<file path="config.mk">
export PLATFORM = sky130hd
export DESIGN_NAME = dott_front
export DESIGN_NICKNAME = d
export VERILOG_FILES = /design/src/dott_pkg.sv /design/src/dott_front.sv
export SDC_FILE = /design/constraint.sdc
export NUM_CORES = 1
export LEC_CHECK = 0
export BUFFER_PORTS_ARGS = -buffer_cell sky130_fd_sc_hd__buf_2
export CAP_MARGIN = 15
export CORE_ASPECT_RATIO = 0.8
export CORE_MARGIN = 2
export CORE_UTILIZATION = 35
export DETAILED_ROUTE_END_ITERATION = 12
export HOLD_SLACK_MARGIN = 0.1
export SYNTH_ARGS = -nofsm -noshare
export SYNTH_HDL_FRONTEND = slang
export SYNTH_SLANG_ARGS = --single-unit
</file>
<file path="constraint.sdc">
create_clock -name clock -period 4.15 [get_ports clock]
set_input_delay 0.83 -clock clock [delete_from_list [all_inputs] [get_ports clock]]
set_output_delay 0.83 -clock clock [all_outputs]
set_load 0.02 [all_outputs]
</file>
<file path="src/dott_pkg.sv">
// Shared types, codes and helpers for the deadline ordered timer table.
// Used by dott_front, dott_engine, the top level and the checker. No dependencies.
package dott_pkg;

   // Request codes on the input port.
   localparam logic [2:0] REQ_ADD     = 3'd0;
   localparam logic [2:0] REQ_CANCEL  = 3'd1;
   localparam logic [2:0] REQ_REFRESH = 3'd2;
   localparam logic [2:0] REQ_RESET   = 3'd3;
   localparam logic [2:0] REQ_EXPIRE  = 3'd4;

   // Internal operation codes after classification.
   localparam logic [2:0] OP_ADD     = 3'd0;
   localparam logic [2:0] OP_CANCEL  = 3'd1;
   localparam logic [2:0] OP_REFRESH = 3'd2;
   localparam logic [2:0] OP_RESET   = 3'd3;
   localparam logic [2:0] OP_EXPIRE  = 3'd4;
   localparam logic [2:0] OP_NOP     = 3'd5;

   // Result status codes.
   localparam logic [2:0] ST_OK        = 3'd0;
   localparam logic [2:0] ST_NOT_ARMED = 3'd1;
   localparam logic [2:0] ST_FULL      = 3'd2;
   localparam logic [2:0] ST_NONE      = 3'd3;
   localparam logic [2:0] ST_FIRED     = 3'd4;

   // At most this many slots fire in one expire scan.
   localparam int MAX_FIRE = 32;

   typedef struct packed {
      logic [2:0]  op;
      logic [4:0]  slot;
      logic [31:0] interval;
      logic        periodic;
      logic        from_now;
      logic [63:0] now_ms;
   } cmd_type;

   typedef struct packed {
      logic [4:0]  slot_id;
      logic [2:0]  status;
      logic        inserted_front;
      logic [63:0] first_deadline;
      logic        any_armed;
      logic        last;
   } res_type;

   // Sum that saturates at all ones.
   function automatic logic [63:0] sat_add(input logic [63:0] a, input logic [63:0] b);
      logic [64:0] s;
      s = {1'b0, a} + {1'b0, b};
      return s[64] ? '1 : s[63:0];
   endfunction

endpackage

</file>
<file path="src/dott_front.sv">
// Front end of the timer table: accepts requests, classifies them and holds
// them in a two-entry command queue. Depends on dott_pkg.
module dott_front (
   input  logic              clock,
   input  logic              reset,
   input  logic              req_valid,
   output logic              req_ready,
   input  logic [2:0]        req_type,
   input  logic [4:0]        req_slot,
   input  logic [31:0]       req_new_interval,
   input  logic              req_periodic,
   input  logic              req_from_now,
   input  logic [63:0]       req_now_ms,
   output logic              cmd_valid,
   input  logic              cmd_pop,
   output dott_pkg::cmd_type cmd
);
   import dott_pkg::*;

   cmd_type    q_ff [2];
   logic       wptr_ff, wptr_in;
   logic       rptr_ff, rptr_in;
   logic [1:0] count_ff, count_in;
   cmd_type    new_cmd;
   logic       push;

   always_comb begin
      unique case (req_type)
         REQ_ADD:     new_cmd.op = OP_ADD;
         REQ_CANCEL:  new_cmd.op = OP_CANCEL;
         REQ_REFRESH: new_cmd.op = OP_REFRESH;
         REQ_RESET:   new_cmd.op = OP_RESET;
         REQ_EXPIRE:  new_cmd.op = OP_EXPIRE;
         default:     new_cmd.op = OP_NOP;
      endcase
      new_cmd.slot     = req_slot;
      new_cmd.interval = req_new_interval;
      new_cmd.periodic = req_periodic;
      new_cmd.from_now = req_from_now;
      new_cmd.now_ms   = req_now_ms;
   end

   assign req_ready = (count_ff != 2'd2);
   assign push      = req_valid && req_ready;
   assign cmd_valid = (count_ff != 2'd0);
   assign cmd       = q_ff[rptr_ff];

   always_comb begin
      wptr_in  = push ? ~wptr_ff : wptr_ff;
      rptr_in  = cmd_pop ? ~rptr_ff : rptr_ff;
      count_in = count_ff + 2'(push) - 2'(cmd_pop);
   end

   always_ff @(posedge clock) begin
      if (reset) begin
         wptr_ff  <= 1'b0;
         rptr_ff  <= 1'b0;
         count_ff <= 2'd0;
      end else begin
         wptr_ff  <= wptr_in;
         rptr_ff  <= rptr_in;
         count_ff <= count_in;
      end
   end

   always_ff @(posedge clock) begin
      if (push) begin
         q_ff[wptr_ff] <= new_cmd;
      end
   end

endmodule

</file>
### Word level (Yosys, flattened, before mapping)

Memories as Yosys holds them, arrays and structs flattened. A register that Yosys moved wholly into a read port is not among the register bits.
Index checks and enable logic that the tools add are counted.

| storage, ports and cells | value |
|---|---|
| memory bits (writable) | 212 |
| memories kept | 1 |
| output and inout bits | 108 |
| register bits | 4 |

| cells by class | value |
|---|---|
| $add $sub $neg | 2 |
| mux-type cells | 5 |
| bitwise logic cells | 2 |
| equality and inequality tests | 5 |
| reduce and logical (&&, ||, !) cells | 3 |

Memories:

| memory | depth | width | read ports | clocked after Yosys merged registers in | write ports | RTL line | source |
|---|---|---|---|---|---|---|---|
| q_ff | 2 | 106 | 1 | 1 | 1 | dott_front.sv:20 | `cmd_type q_ff [2];` |

Operators with widths:

| kind | count |
|---|---|
| $pmux 3 s5 | 1 |
| $eq 3x2->1 const B | 2 |
| $mux 1 | 4 |
| $eq 3x1->1 const B | 1 |
| $eq 3x3->1 const B | 1 |
| $logic_not 3->1 | 1 |
| $add 2x1->2 | 1 |
| $ne 2x2->1 const B | 1 |
| $not 1->1 | 2 |
| $reduce_bool 2->1 | 1 |
| $sub 2x1->2 | 1 |
| $logic_and 1x1->1 | 1 |

### Longest topological paths before layout

| depth | value |
|---|---|
| word-level depth | 4 |
| gate-level depth with buffers | 7 |
| depth with buffers taken out | 7 |

### Least setup slack after synthesis

Ideal clock, no wire load.

| path | value |
|---|---|
| path kind | input-to-reg |
| start point | input port req_valid |
| end point | memory q_ff[0][0] in the netlist's numbering (enable) |
| stages on the path | 2 |
| setup slack | 0.706 ns |
| buffers on the path | 0 |
| setup time | 0.459 ns |
| arrival | 2.985 ns |
| cells stage by stage | nand3b_1 inv_1 |

| between the ends | value |
|---|---|
| cells in the longest elaborated chain, start to end | 3 |

RTL lines:

| item | RTL line | source |
|---|---|---|
| from (decl) | dott_front.sv:6 | `input logic req_valid,` |
| $logic_and 1x1->1 | dott_front.sv:44 | `assign push = req_valid && req_ready;` |
| $mux 1 | dott_front.sv:67 | `if (push) begin` |
| $mux 1 (implied by the code) | dott_front.sv:68 | `q_ff[wptr_ff] <= new_cmd;` |
| to (decl) | dott_front.sv:20 |  |

No other way between the ends.

==> metrics <==
outcome completed; Post-Syn Area 7930 um^2; vias per inst 4.47; maxcap violations 0; initial antenna violation count 1; share of cells above drive strength 1 0.527; Nets 704; critical path data arrival time 2.30 ns; Die Area ~24000 um^2; sequential element share of the synthesized area 0.816; I/O Buffers about 220; vias in the first global route 4374; endpoints failing setup 0; Final Hold Slack 0.517 ns; Worst-Margin Slew 0.830 ns; largest area contributor in the netlist edfxtp_1; Max Clock Skew 0.00714 ns; Mapped Cells 361; worst reg-to-reg setup slack 2.03 ns; Gates resized, CTS repair 0; Root Buffer clkbuf_16; Worst Path Required approximately 3.3 ns; top post-synthesis cells by area edfxtp_1, mux2_2, mux2_1; first-pass GRT wire length 23300 um; Setup TNS Final 0 ns; Total Routed Length 15500 um; period utilization 0.754; Post-route DRC 0; via count about 4000; Row Count 49; critical setup path kind reg -> out; Yosys top cell area share 0.803; Initial Util 0.354; Overflow after GRT 0; WL per Instance about 17 um; register clock-pin slew on the reported worst setup and hold paths roughly 0.06 ns; Setup crit end kind output pin; Min-Delay Path Class reg -> reg; post-CTS setup repair buffer count 0; register bit count reported by yosys about 220; clock share of power 0.350; placer congestion estimate 0.709; fmax 320 MHz; CTS Buffer Depth 3; dominant synthesized flop cell edfxtp_1; Routed Antenna Nets 0; switching part of the total 0.243; CTS Buf Count 23; synth unique cells 25; combinational power share 0.138; Pre-Repair DR Iteration Count 4; Post-synth EDFFs 212; Worst Setup Start Kind flop; Area growth, synth to finish 26.6%; Cell Int Power ~0.0040 W; CP max FO 57; sequential power share 0.512; hold path startpoint rptr_ff; hold path cells 2; All-Layer GR Usage 0.125; I/O pin count roughly 220; net switching power approximately 0.0013 W; Die Height 139 um; Diodes inserted 0; Final Hold Fails 0; Die Width 172 um; Avg Inst Size Synth 22.0 um^2; commonest cells in the netlist edfxtp_1, mux2_2, mux2_1; Pleak between 3 and 4 nW; Max Slew Vio Count 0; top-count cell post-synth edfxtp_1; Worst-Skew Late Latency ~0.50 ns; RSZ-0062 raised after global routing false; reg2reg end q_ff[1][51]; Slew headroom 0.447; # clock sinks 217; core area roughly 22000 um^2; reg2reg start count_ff[0]; CTS tree yes; asr flop ratio synth 0; fin crit period roughly 3.1 ns; Max H-tree Level 1; VDD IR max 305 uV; largest net degree at the start of global routing 58; hold_buf cts 0; warnings from Yosys 0; Net Count, Synth 472; Power Total 0.00524 W; detailed placement HPWL 10100 um; r2r worst-path depth 3; DRT iter0 DRCs 201; power density over the cells 522 nW/um^2
worst max-delay path, cell delays in order (launching register included):
cell and delay (ns):
dfxtp_4 0.79, buf_12 0.36, mux2_1 0.38, buf_2 0.17
per-stage QoR:
step | util | cell area [um^2] | cells | setup slack, ns
6_report | 0.448 | 10000 | 911 | 1.02
5_1_grt | 0.448 | 10000 | 911 | 0.897
4_1_cts | 0.448 | 10000 | 911 | 0.964
3_5_place_dp | 0.419 | 9370 | 874 | 1.50
3_3_place_gp | 0.419 | 9370 | 874 | 1.54
2_1_floorplan | - | 7930 | 361 | 0.706
how the worst max path moves through the flow:
| stage | slack (ns) | end | cells after the start |
|---|---|---|---|
| 2_1_floorplan | 0.71 | q_ff[0][0] | 2 |
| 6_report | 1.02 | cmd[80] | 3 |
| 3_3_place_gp | 1.54 | cmd[80] | 3 |
| 3_5_place_dp | 1.50 | cmd[80] | 3 |
| 4_1_cts | 0.96 | cmd[80] | 3 |
| 5_1_grt | 0.90 | cmd[80] | 3 |
cells by family (layout without fill, tap and decap cells):
logic type,after synthesis,count (layout),synth area share
adders and majority gates,1,1,0.00158
buffers and inverters,16,260,0.0134
and+or+nand+nor,14,14,0.0117
AOI/OAI and AO/OA,5,5,0.00489
xor gates and xnor gates,2,2,0.00221
muxes,106,106,0.151
DFF,217,217,0.816
power groups by stage:
stage / Combinational (W) / Clock [W] / Sequential, W
CTS: 0.000738 / 0.00190 / 0.00269
floorplan: 0.000478 / 0 / 0.00271
detailed placement: 0.000733 / 0 / 0.00274
finish: 0.000724 / 0.00183 / 0.00269
global placement: 0.000720 / 0 / 0.00272
global route: 0.000779 / 0.00198 / 0.00270
layout make-up:
cell class,instances,area (um^2)
fill,1958,12300
sequential,217,6470
multi-input combinational,128,1360
timing repair buffer,220,1150
clock buffer,27,591
tap,306,383
clock inverter,10,72.6
inverter,3,13.8
sequential cells by signal, indices dropped and copies added (netlist names), named ones only:
| signal | cells |
|---|---|
| count_ff | 2 |
| rptr_ff | 1 |
| wptr_ff | 1 |
| q_ff | 212 |
per-layer routing:
metal / share of wire / global-route usage
met1: 0.41 / 0.154
met2: 0.48 / 0.207
met3: 0.084 / 0.0437
met4: 0.025 / 0.0367
met5: 0.00084 / 0
layout by cell type, fill, tap and decap left out:
master	instances
ha_1	1
clkbuf_16	23
mux2_2	66
nand3b_1	1
or4_1	1
nand4b_1	2
bufinv_16	1
a21o_1	1
nand2_1	1
or2_2	1
buf_12	3
and3_4	1
inv_4	1
inv_1	2
or4b_1	1
a21boi_1	1
a21oi_1	1
xnor2_1	2
dfxtp_1	4
dfxtp_4	1
clkinv_2	3
buf_2	217
nor2_1	2
a2111oi_0	1
clkbuf_1	4
mux2_1	40
a21bo_2	1
clkinv_1	5
nand2b_1	2
nor2b_1	2
edfxtp_1	212
clkinv_4	1
No activity file was read; power rests on OpenSTA's default activity.
